$ cat src/hdl/ldsc_pkg.sv
// Shared constants and types for the DE-mode LCD pixel capture block.
`default_nettype none
package ldsc_pkg;

  // Internal counter widths.
  localparam int COORD_BITS = 11;
  localparam int GAP_BITS   = 16;

  // Fixed widths of the register and output fields.
  localparam int DIM_W = 11;
  localparam int THR_W = 16;

  // Comparison widths: wide enough for counter and register alike.
  localparam int CMP_CW = (COORD_BITS > DIM_W) ? COORD_BITS : DIM_W;
  localparam int CMP_GW = (GAP_BITS > THR_W) ? GAP_BITS : THR_W;

  localparam logic [COORD_BITS-1:0] COORD_MAX = {COORD_BITS{1'b1}};
  localparam logic [GAP_BITS-1:0]   GAP_MAX   = {GAP_BITS{1'b1}};

  // Register reset values.
  localparam logic [DIM_W-1:0] FRAME_WIDTH_RESET  = DIM_W'(480);
  localparam logic [DIM_W-1:0] FRAME_HEIGHT_RESET = DIM_W'(272);
  localparam logic [THR_W-1:0] LINE_GAP_RESET     = THR_W'(40);
  localparam logic [THR_W-1:0] FRAME_GAP_RESET    = THR_W'(5 * 520);

  localparam int CFG_ADDR_W = 2;
  localparam int CFG_DATA_W = THR_W;

  typedef enum logic [CFG_ADDR_W-1:0] {
    REG_FRAME_WIDTH   = 2'd0,
    REG_FRAME_HEIGHT  = 2'd1,
    REG_LINE_GAP_MIN  = 2'd2,
    REG_FRAME_GAP_MIN = 2'd3
  } ldsc_reg_t;

  typedef struct packed {
    logic [DIM_W-1:0] frame_width;
    logic [DIM_W-1:0] frame_height;
    logic [THR_W-1:0] line_gap_min;
    logic [THR_W-1:0] frame_gap_min;
  } ldsc_cfg_t;

  typedef struct packed {
    logic             frame_start;
    logic             pixel_valid;
    logic [DIM_W-1:0] pixel_x;
    logic [DIM_W-1:0] pixel_y;
  } ldsc_result_t;

endpackage
`default_nettype wire

$ cat src/hdl/ldsc_sync_tracker.sv
// Gap, column and row counters that recover line and frame timing from DE.
`default_nettype none
module ldsc_sync_tracker
  import ldsc_pkg::*;
(
  input  wire logic         clk,
  input  wire logic         rst_n,
  input  wire ldsc_cfg_t    cfg,
  input  wire logic         step,
  input  wire logic         de,
  output ldsc_result_t      result
);

  logic [GAP_BITS-1:0]   low_gap_r,  low_gap_nxt;
  logic [COORD_BITS-1:0] column_r,   column_nxt;
  logic [COORD_BITS-1:0] row_r,      row_nxt;

  logic                  frame_hit;
  logic                  line_hit;
  logic                  in_area;
  logic [COORD_BITS-1:0] col_base;
  logic [COORD_BITS-1:0] row_base;

  always_comb begin
    frame_hit = CMP_GW'(low_gap_r) >= CMP_GW'(cfg.frame_gap_min);
    line_hit  = CMP_GW'(low_gap_r) >= CMP_GW'(cfg.line_gap_min);

    col_base = column_r;
    row_base = row_r;
    if (frame_hit) begin
      col_base = '0;
      row_base = '0;
    end else if (line_hit) begin
      col_base = '0;
      if (row_r != COORD_MAX) begin
        row_base = row_r + COORD_BITS'(1);
      end
    end

    in_area = (CMP_CW'(col_base) < CMP_CW'(cfg.frame_width)) &&
              (CMP_CW'(row_base) < CMP_CW'(cfg.frame_height));

    result.frame_start = frame_hit;
    result.pixel_valid = in_area;
    result.pixel_x     = DIM_W'(col_base);
    result.pixel_y     = DIM_W'(row_base);

    low_gap_nxt = low_gap_r;
    column_nxt  = column_r;
    row_nxt     = row_r;
    if (step) begin
      if (!de) begin
        // count one more low edge, saturating
        if (low_gap_r != GAP_MAX) begin
          low_gap_nxt = low_gap_r + GAP_BITS'(1);
        end
      end else begin
        low_gap_nxt = '0;
        row_nxt     = row_base;
        column_nxt  = col_base;
        if (in_area && (col_base != COORD_MAX)) begin
          column_nxt = col_base + COORD_BITS'(1);
        end
      end
    end
  end

  always_ff @(posedge clk) begin
    if (!rst_n) begin
      low_gap_r <= '0;
      column_r  <= '0;
      row_r     <= '0;
    end else begin
      low_gap_r <= low_gap_nxt;
      column_r  <= column_nxt;
      row_r     <= row_nxt;
    end
  end

endmodule
`default_nettype wire

$ cat src/hdl/lcd_de_sync_pixel_capture.sv
// Top level of the DE-mode LCD pixel capture: config registers and output stage.
// A DE-high request shows its result on the output in the cycle after it is accepted.
// Throughput: one request per cycle while the output drains; gap/column/row update per request.
// DE-low requests update the gap counter only and give no result.
// Reset (synchronous, rst_n low): counters to zero, output empty, registers to
// width 480, height 272, line gap 40, frame gap 2600.
`default_nettype none
module lcd_de_sync_pixel_capture
  import ldsc_pkg::*;
(
  input  wire logic                  clk,
  input  wire logic                  rst_n,
  // pixel clock edge requests
  input  wire logic                  in_tvalid,
  output logic                       in_tready,
  input  wire logic [15:0]           in_tdata,   // [15:0] pixel_data
  input  wire logic [0:0]            in_tuser,   // [0] de
  // captured pixels
  output logic                       out_tvalid,
  input  wire logic                  out_tready,
  output logic [39:0]                out_tdata,  // [10:0] pixel_x, [21:11] pixel_y,
                                                 // [37:22] pixel_value, [39:38] zero
  output logic [1:0]                 out_tuser,  // [0] frame_start, [1] pixel_valid
  // configuration writes
  input  wire logic                  cfg_we,
  input  wire logic [CFG_ADDR_W-1:0] cfg_addr,
  input  wire logic [CFG_DATA_W-1:0] cfg_wdata
);

  ldsc_cfg_t    cfg_r;
  ldsc_result_t result;
  logic         in_accept;

  logic         out_valid_r, out_valid_nxt;
  ldsc_result_t out_res_r;
  logic [15:0]  out_pixel_r;

  // Take a new request whenever the output stage is empty or drains this cycle.
  assign in_tready = !out_valid_r || out_tready;
  assign in_accept = in_tvalid && in_tready;

  // Configuration registers; the user must write them only while the block is idle (not enforced here).
  always_ff @(posedge clk) begin
    if (!rst_n) begin
      cfg_r.frame_width   <= FRAME_WIDTH_RESET;
      cfg_r.frame_height  <= FRAME_HEIGHT_RESET;
      cfg_r.line_gap_min  <= LINE_GAP_RESET;
      cfg_r.frame_gap_min <= FRAME_GAP_RESET;
    end else if (cfg_we) begin
      unique case (ldsc_reg_t'(cfg_addr))
        REG_FRAME_WIDTH:   cfg_r.frame_width   <= cfg_wdata[DIM_W-1:0];
        REG_FRAME_HEIGHT:  cfg_r.frame_height  <= cfg_wdata[DIM_W-1:0];
        REG_LINE_GAP_MIN:  cfg_r.line_gap_min  <= cfg_wdata[THR_W-1:0];
        REG_FRAME_GAP_MIN: cfg_r.frame_gap_min <= cfg_wdata[THR_W-1:0];
        default: ;
      endcase
    end
  end

  // Timing recovery: counters advance only on an accepted request.
  ldsc_sync_tracker u_tracker (
    .clk    (clk),
    .rst_n  (rst_n),
    .cfg    (cfg_r),
    .step   (in_accept),
    .de     (in_tuser[0]),
    .result (result)
  );

  // Output stage: load a result for every accepted DE-high request, hold it
  // while the sink stalls, drop the valid once it is taken.
  always_comb begin
    out_valid_nxt = out_valid_r;
    if (out_tready) begin
      out_valid_nxt = 1'b0;
    end
    if (in_accept && in_tuser[0]) begin
      out_valid_nxt = 1'b1;
    end
  end

  always_ff @(posedge clk) begin
    if (!rst_n) begin
      out_valid_r <= 1'b0;
    end else begin
      out_valid_r <= out_valid_nxt;
    end
  end

  // Payload needs no reset.
  always_ff @(posedge clk) begin
    if (in_accept && in_tuser[0]) begin
      out_res_r   <= result;
      out_pixel_r <= in_tdata;
    end
  end

  assign out_tvalid = out_valid_r;
  assign out_tdata  = {2'b00, out_pixel_r, out_res_r.pixel_y, out_res_r.pixel_x};
  assign out_tuser  = {out_res_r.pixel_valid, out_res_r.frame_start};

endmodule
`default_nettype wire

$ cat config.mk
export PLATFORM = sky130hd
export DESIGN_NAME = lcd_de_sync_pixel_capture
export DESIGN_NICKNAME = d
export VERILOG_FILES = /design/src/hdl/ldsc_pkg.sv /design/src/hdl/ldsc_sync_tracker.sv /design/src/hdl/lcd_de_sync_pixel_capture.sv
export SDC_FILE = /design/constraint.sdc
export NUM_CORES = 1
export LEC_CHECK = 0
export BUFFER_PORTS_ARGS = -buffer_cell sky130_fd_sc_hd__buf_4
export CAP_MARGIN = 40
export CORE_UTILIZATION = 63
export DETAILED_ROUTE_END_ITERATION = 10
export GPL_TIMING_DRIVEN = 0
export PLACE_DENSITY = 0.83
export RECOVER_POWER = 100
export SLEW_MARGIN = 10
export SYNTH_ARGS = -nofsm -noshare
export SYNTH_HDL_FRONTEND = slang
export SYNTH_SLANG_ARGS = --single-unit
$ cat constraint.sdc
create_clock -name clk -period 6.9 [get_ports clk]
set_input_delay 1.38 -clock clk [delete_from_list [all_inputs] [get_ports clk]]
set_output_delay 1.38 -clock clk [all_outputs]
set_load 0.05 [all_outputs]
# == Yosys cells after proc, flatten, opt, wreduce, memory -nomap -nowiden ==
# Cells that the tools add are included.
# word_totals
regBits,133
inputBits,40
out_inout_bits,44
elab_cells,51
# classes
add_sub_neg,3
n_lt_le_gt_ge,4
n_eq_ne,6
n_mux,10
reduce_logical,15
# ops
operator,count
$mux W11,6
$ge A16 B16 Y1,2
$mux W16,2
$add A11 B1 Y11 const B,2
$lt A11 B11 Y1,2
$ne A11 B11 Y1 const B,2
$add A16 B1 Y16 const B,1
$ne A16 B16 Y1 const B,1
$reduce_and A2 Y1,6
$eq A2 B2 Y1 const B,2
$logic_and A1 B1 Y1,4
$reduce_bool A2 Y1,2
$eq A2 B1 Y1 const B,1
$logic_not A2 Y1,1
$mux W1,2
$logic_not A1 Y1,1
$logic_or A1 B1 Y1,1

# == Depth between registers and ports, before layout ==
# Gate-level depths: netlist of the first run.
# depth
depth_word,8
depth_mapped,20

# == Cells and area by module ==
# Synthesis of the first run repeated with hierarchy kept, for this count alone.
# unflattened
hier_cells,739
hier_area_um2,7016.7
# modules_own_cells
module,instances,cells_each,area_per_inst_um2,seq_area_each_um2
ldsc_sync_tracker,1,481,3618.5,760.7
lcd_de_sync_pixel_capture,1,258,3398.3,2302.2

# == Worst setup path before layout of the first run ==
# Ideal clock, no wire load.
# synth_timing
path_kind,reg2reg
startpoint,reg u_tracker.low_gap_r[0]
endpoint,reg u_tracker.column_r[0]
setup_ps,122
t_arrival_ps,4134
required_time_ps,6778
slack_ps,2644
stages_incl_launch_ff,19
period_less_slack_ps,4256
cell_sequence,dfxtp_1 -> inv_1 -> ha_1 -> nand2b_1 -> a2111oi_1 -> o32a_4 -> and2_1 -> clkbuf_1 -> nor4_1 -> nor3_1 -> ha_1 -> nand4_1 -> nor2_1 -> a221o_1 -> nor4_1 -> o211ai_4 -> inv_2 -> nand2_1 -> a311o_1
# synth_lines
item,line_no,source
"start, declared",ldsc_sync_tracker.sv:14,"logic [GAP_BITS-1:0] low_gap_r, low_gap_nxt;"
"start signal, assigned",ldsc_sync_tracker.sv:74,low_gap_r <= low_gap_nxt;
"end signal, assigned",ldsc_sync_tracker.sv:75,column_r <= column_nxt;
"end, declared",ldsc_sync_tracker.sv:15,"logic [COORD_BITS-1:0] column_r, column_nxt;"

==> results of run 1 <==
per-layer routing:
layer / part of all wire / vias up / GRT usage
li1: - / 2818 / -
met4: 0.054 / 0 / 0.2113
met3: 0.085 / 94 / 0.07236
met2: 0.49 / 358 / 0.6036
met5: 0 / - / 0
met1: 0.37 / 2852 / 0.3888
cell families after synthesis:
family	after synthesis	synth area share
multiplexers	3	0.004517
flip-flops	133	0.4607
other	1	0.0005640
buffers and inverters	102	0.06003
AND/OR/NAND/NOR	283	0.1967
adder cells (fa/ha/maj)	55	0.1035
XOR/XNOR	14	0.01844
AO/OA/AOI/OAI	158	0.1556
Yosys cell counts (2+ instances only):
library cell	number
nand2_1	147
dfxtp_1	93
a21oi_1	74
inv_1	68
ha_1	55
edfxtp_1	40
nor2_1	37
clkbuf_1	24
and3_1	22
nand4_1	20
a21o_1	13
nand3_1	13
o211ai_1	12
o21ai_0	12
xnor2_1	11
or3_1	9
a31oi_1	8
nor3_1	8
a211oi_1	6
nor4_1	6
o21a_1	5
buf_1	4
nand2b_1	4
and4_1	3
mux2i_1	3
xor2_1	3
a211oi_2	2
a41o_1	2
buf_4	2
nand3b_1	2
nor4b_1	2
o2111ai_1	2
o221ai_1	2
o22ai_1	2
o32ai_1	2
or2_1	2
or2_2	2
worst max-delay path by stage:
stage	end	slack, ns	cells after the start
detailed placement	u_tracker.column_r[0]$_SDFFE_PN0P_	1.57	19
floorplan	u_tracker.column_r[0]$_SDFFE_PN0P_	2.64	18
CTS	u_tracker.column_r[0]$_SDFFE_PN0P_	1.56	19
finish	u_tracker.column_r[0]$_SDFFE_PN0P_	1.16	19
global route	u_tracker.column_r[0]$_SDFFE_PN0P_	0.86	19
global placement	u_tracker.column_r[0]$_SDFFE_PN0P_	1.61	19
stage by stage:
stage | instances | cell area, um^2 | hold slack (ns) | worst slack (ns) | utilization
finish | 998 | 7849 | 0.4557 | 1.158 | 0.7637
global route | 998 | 7849 | 0.4703 | 0.8597 | 0.7637
CTS | 998 | 8054 | 0.4566 | 1.558 | 0.7837
detailed placement | 966 | 7445 | 0.4484 | 1.573 | 0.7244
global placement | 965 | 7416 | 0.4451 | 1.613 | 0.7216
floorplan | 750 | 6653 | 0.4363 | 2.644 | -
power breakdown:
part | switching (uW) | leakage (uW) | internal, uW | total [uW]
Clock | 355 | 0.000302 | 575 | 930
Sequential | 10.4 | 0.00113 | 829 | 839
Combinational | 111 | 0.00175 | 43.8 | 155
Total | 477 | 0.00318 | 1450 | 1920
registers in the layout, summed over array words and instances, names as in the netlist:
name and cells:
out_pixel_r 16, out_tvalid 1, out_tuser 2, u_tracker.row_r 11, out_tdata 22, u_tracker.column_r 11, u_tracker.low_gap_r 16, cfg_r 54
worst max-delay path, cell delays in order, from the launching register on:
cell	delay [ns]
dfxtp_1	0.42
inv_1	0.13
ha_1	0.28
nand2b_1	0.14
a2111oi_0	0.92
o32a_4	0.36
and2_0	0.20
clkbuf_1	0.32
nand2_1	0.23
nor2_1	0.23
ha_1	0.28
a21o_1	0.18
a21o_1	0.18
a21oi_1	0.23
o22ai_1	0.12
nor4_1	0.26
o211ai_1	0.33
inv_1	0.27
nand2_1	0.13
a311o_1	0.37
layout make-up:
cell class,count,share of cell area
Buffer,32,0.01738
Clock buffer,18,0.05595
Clock inverter,14,0.02168
Inverter,70,0.03348
Multi-Input combinational cell,515,0.4041
Sequential cell,133,0.3902
Tap cell,136,0.02168
Timing Repair Buffer,80,0.05548
==> metrics.md, run 1 <==
| Metric | Value |
|---|---|
| Pins Over Slew Limit | 28 |
| First-pass GRT wire length | around 29 mm |
| Vias | 6122 |
| Top-area cell type share of the netlist area | 0.2800 |
| CP required | roughly 7.3 ns |
| Fin nets | approximately 940 |
| Fin crit period | ~5.7 ns |
| Total CTS buffers | 17 |
| Tot Pwr | between 1500 and 2000 uW |
| Layout cells sized above 1 | 0.09165 |
| Final setup viols | 0 |
| Max-Cap Viols | 1 |
| Final setup skew | roughly 0.0074 ns |
| Chip Width | 104.7 um |
| Grt ovf | 0 |
| Post-synth top flop | dfxtp_1 |
| Critical R2R Capture | u_tracker.column_r[0]$_SDFFE_PN0P_ |
| Number of hold buffers added after CTS | 0 |
| Post-CTS setup buffers | 0 |
| Initial Util | 0.6469 |
| Violated checks | max-capacitance violations, max-slew violations |
| Drt wl/cell | 18.36 um |
| Mean Syn Cell Area | ~9 um^2 |
| Clock-pin slew on the worst setup and hold paths | 0.06 ns |
| Post-CTS sizing | 0 |
| Die H | 104.7 um |
| Post-DP HPWL | about 13 mm |
| Worst path arrival time | approximately 6.2 ns |
| Top-level I/O count | 84 |
| Hold-critical path endpoint | cfg_r[1]$_SDFFE_PN0P_ |
| Slew @ Worst Pin | roughly 1.5 ns |
| # DRC | 0 |
| Pwr/cell area | roughly 250 mW/mm^2 |
| Final hold violation count | 0 |
| Synth warn | 0 |
| Setup TNS after final layout | 0 ns |
| Root buf cell | clkbuf_8 |
| Core Area | 0.01028 mm^2 |
| H-tree Lvls | 4 |
| Library cells used by synthesis | 64 |
| Largest net degree at the start of global routing | 28 |
| Layout area overhead | 18.05% |
| CTS tree | done |
| RSZ-0062 raised after global routing | no |
| Post-DR vias/cell | 6.134 |
| Initial antenna violation count | 0 |
| Clk_lat worst skew | roughly 0.54 ns |
| CP endpoint kind | register |
| RePlAce Congestion | 0.9500 |
| Maximum clock path buffer count | 2 |
| Slew headroom | -0.01552 |
| Post-route ant nets | 0 |
| Crit path max fanout | 10 |
| Detailed Route WL | approximately 18 mm |
| Fillcell total | about 760 |
| Synthesized area | approximately 0.0066 mm^2 |
| Synth async-reset ratio | 0 |
| Count of buffers from port buffering | roughly 80 |
| GRT Resource Usage Total | 0.3467 |
| Status | complete, but fails checks |
| Multi-input logic area | 0.003172 mm^2 |
| DR pass1 iterations | 5 |
| Worst ir drop on vdd | between 0.00015 and 0.0002 V |
| EDFF count, synth | 40 |
| Hold Path Class | reg -> reg |
| Die Area | 0.01097 mm^2 |
| Final period util | 0.8322 |
| Flops & latches, synth | between 100 and 150 |
| Number of global-route vias before repair | between 5000 and 6000 |
| Detailed Route Iter0 Violations | 440 |
| WS Path Type | reg -> reg |
| FF+latch area | between 0.003 and 0.004 mm^2 |
| Sequential share of the synthesized area | 0.4607 |
| R2R depth | 19 |
| Top cells by area, synth | dfxtp_1 (28%), edfxtp_1 (18%), ha_1 (10%) |
| Synth area leader | dfxtp_1 |
| Setup crit start | u_tracker.low_gap_r[0]$_SDFFE_PN0P_ |
| R2r setup slk | around 1.2 ns |
| Highest Clock Rate | 174.2 MHz |
| FP Rows | 37 |
| Type of origin of the critical path | register |
| Hold-critical path depth | 2 |
| Post-Synthesis Cells | between 700 and 800 |
| Most common cell after layout, fill and taps aside | nand2_1 |
| R2r startpoint | u_tracker.low_gap_r[0]$_SDFFE_PN0P_ |
| CTS sink cnt | around 130 |
| Worst hold start | cfg_r[1]$_SDFFE_PN0P_ |
| P_leak | between 0.003 and 0.004 uW |
| Diode count | 0 |
| Most frequent cells in the layout | nand2_1 (147), dfxtp_1 (93), a21oi_1 (74) |
(Power assumes the default switching activity.)
==> run 2, diff against run 1 <==
--- a/config.mk
+++ b/config.mk
@@ -7,10 +7,10 @@
 export LEC_CHECK = 0
 export BUFFER_PORTS_ARGS = -buffer_cell sky130_fd_sc_hd__buf_4
 export CAP_MARGIN = 40
-export CORE_UTILIZATION = 63
+export CORE_UTILIZATION = 58
 export DETAILED_ROUTE_END_ITERATION = 10
 export GPL_TIMING_DRIVEN = 0
-export PLACE_DENSITY = 0.83
+export PLACE_DENSITY = 0.77
 export RECOVER_POWER = 100
 export SLEW_MARGIN = 10
 export SYNTH_ARGS = -nofsm -noshare
==> constraint.sdc (replaced) <==
create_clock -name clk -period 5.93 [get_ports clk]
set_input_delay 1.186 -clock clk [delete_from_list [all_inputs] [get_ports clk]]
set_output_delay 1.186 -clock clk [all_outputs]
set_load 0.05 [all_outputs]
==> run 2 against run 1 <==
Compared with the run above:
- the run still ends with max-capacitance violations, max-slew violations left
- count of clock-buffer cells in the layout is 1 lower
- clock power is 13% higher
- total power is 15% higher
- sequential cell count stayed put
- critical path type unchanged
- highest routed layer unchanged
==> metrics.md, run 2 (synthesis gave the netlist of run 1 again) <==
| Metric | Value |
|---|---|
| Status | complete, but fails checks |
| Violated checks | max-capacitance violations, max-slew violations |
| Layout cells sized above 1 | 0.09165 (unchanged) |
| WHS | 0.4530 ns (-0.002648 ns) |
| Top-level I/O count | 84 (unchanged) |
| Most frequent cells in the layout | nand2_1 (147), dfxtp_1 (93), a21oi_1 (74) |
| Post-CTS sizing | 0 (unchanged) |
| RePlAce Congestion | 0.9066 (-4.6%) |
| Crit-path cells | inv_1, ha_1, nand2b_1, a2111oi_1, o32a_4, and2_0, clkbuf_1, nand2_1, nor2_1, ha_1, a21o_1, a21o_1, a21oi_1, o22ai_1, nor4_1, o211ai_1, inv_2, nand2_1, a311o_1 |
| Highest Clock Rate | 185.3 MHz (+6.4%) |
| Setup TNS after final layout | 0 ns (unchanged) |
| RSZ-0062 raised after global routing | no |
| Vias | 5917 (-3.3%) |
| H-tree Lvls | 4 (unchanged) |
| Most common cell after layout, fill and taps aside | nand2_1 |
| Chip Width | 109.1 um (+4.1%) |
| Diode count | 0 (unchanged) |
| DR pass1 iterations | 7 (+2) |
| Max-Cap Viols | 1 (unchanged) |
| Largest Register | cfg_r |
| Final hold violation count | 0 (unchanged) |
| Count of buffers from port buffering | 79 (unchanged) |
| Layout area overhead | 17.82% |
| Drt wl/cell | 17.19 um (-6.4%) |
| Total CTS buffers | 17 (unchanged) |
| Finished Core Util | 0.7133 (-0.05044) |
| P_leak | 0.003168 uW (-0.43%) |
| Setup slack after layout | 0.5338 ns (-0.6241 ns) |
| # DRC | 0 (unchanged) |
| Number of hold buffers added after CTS | 0 (unchanged) |
| Detailed Route Iter0 Violations | 388 (-12%) |
| Critical Path Slowest Stage Cell | a2111oi_1 |
| Worst slack, placed | 0.6554 ns (-0.9171 ns) |
| Non-Filler Instances | 1002 (+0.40%) |
| Clock-pin slew on the worst setup and hold paths | 0.06 ns (about the same) |
| Grt ovf | 0 (unchanged) |
| WS Path Type | reg -> reg |
| Post-DR vias/cell | 5.905 (-3.7%) |
| Slew @ Worst Pin | 1.847 ns (+0.3237 ns) |
| CP endpoint kind | register |
| Top delay family on crit path | compound AO/OA/AOI/OAI gates |
| Crit path max fanout | 10 (unchanged) |
| CP required | 6.23 ns (-1.10 ns) |
| Die H | 109.1 um (+4.1%) |
| WP buf/inv | 3 (unchanged) |
| Final period util | 0.9100 (+0.07780) |
| CTS sink cnt | 133 (unchanged) |
| Clk_lat worst skew | 0.42 ns (-0.12 ns) |
| CTS tree | done |
| Initial Util | 0.6054 (-0.04157) |
| Type of origin of the critical path | register |
| Root buf cell | clkbuf_16 |
| Fin crit period | 5.396 ns (-0.3459 ns) |
| FP Rows | 38 (+2.7%) |
| Largest net degree at the start of global routing | 39 (+39%) |
| GRT Resource Usage Total | 0.3053 (-0.04135) |
| Slew headroom | -0.2313 (-0.2158) |
| Hold Path Class | reg -> reg |
| Number of global-route vias before repair | 5503 (-7.6%) |
| CP peak stage delay | 0.68 ns (-0.24 ns) |
| Final setup skew | 0.007990 ns (+0.0006212 ns) |
| First-pass GRT wire length | 27.26 mm (-6.3%) |
| Post-CTS setup buffers | 0 (unchanged) |
| Core Area | 0.01098 mm^2 (+6.9%) |
| Maximum clock path buffer count | 2 (unchanged) |
| Post-DP HPWL | 12.58 mm (-1.8%) |
| Post-route ant nets | 0 (unchanged) |
| Cell total after placement | 970 (+0.41%) |
| Worst path arrival time | 5.70 ns (-0.47 ns) |
| Die Area | 0.01190 mm^2 (+8.5%) |
| Initial antenna violation count | 0 (unchanged) |
| Pwr/cell area | 282.0 mW/mm^2 (+15%) |
| Detailed Route WL | 17.23 mm (-6.0%) |
| Number of flip-flops in the largest register | 54 (unchanged) |
| Final setup viols | 0 (unchanged) |
| Pins Over Slew Limit | 39 (+39%) |
| Fin nets | 944 (unchanged) |
| Worst ir drop on vdd | 0.0001652 V (-15%) |
==> run 2: power breakdown <==
group	leakage [uW]	internal, uW	switching, uW
clock	0.000286	654	401
combinational	0.00175	51.4	127
sequential	0.00113	964	11.4
total	0.00317	1670	539
==> run 2: final cells by class <==
cell class,instances,area [um^2]
timing repair buffer,80,439.2
fill,850,3149
clock buffer,17,425.4
multi-input combinational,515,3168
inverter,70,262.8
buffer,32,136.4
tap,140,175.2
sequential,133,3063
clock inverter,15,163.9
==> run 2: per-stage QoR <==
stage               instance area (um^2)  total power (uW)
finish                              7834              2209
global route                        7834              2268
CTS                                 8031              2221
detailed placement                  7442              1183
global placement                    7421              1176
floorplan                           6653              1109
==> run 2: routing by layer <==
layer / up-vias / track usage / share of wire
li1: 2824 / - / -
met3: 65 / 0.05678 / 0.078
met1: 2729 / 0.3610 / 0.39
met2: 299 / 0.5189 / 0.49
met4: 0 / 0.1728 / 0.043
met5: - / 0 / 0
==> run 2: final timing paths <==
path	from	endpoint	slack [ns]	cells after the start
setup / recovery	u_tracker.low_gap_r[0]$_SDFFE_PN0P_	u_tracker.column_r[0]$_SDFFE_PN0P_	0.53	19
hold reg to reg	cfg_r[23]$_SDFFE_PN0P_	cfg_r[23]$_SDFFE_PN0P_	0.45	2
hold / removal	cfg_r[23]$_SDFFE_PN0P_	cfg_r[23]$_SDFFE_PN0P_	0.45	2
setup reg to reg	u_tracker.low_gap_r[0]$_SDFFE_PN0P_	u_tracker.column_r[0]$_SDFFE_PN0P_	0.53	19
==> run 2: worst min-delay path: cells and delay by family (launching register included) <==
kind / cells / cell delay, ns
and+or+nand+nor: 1 / 0.05
DFF: 1 / 0.30
AOI/OAI and AO/OA: 1 / 0.05
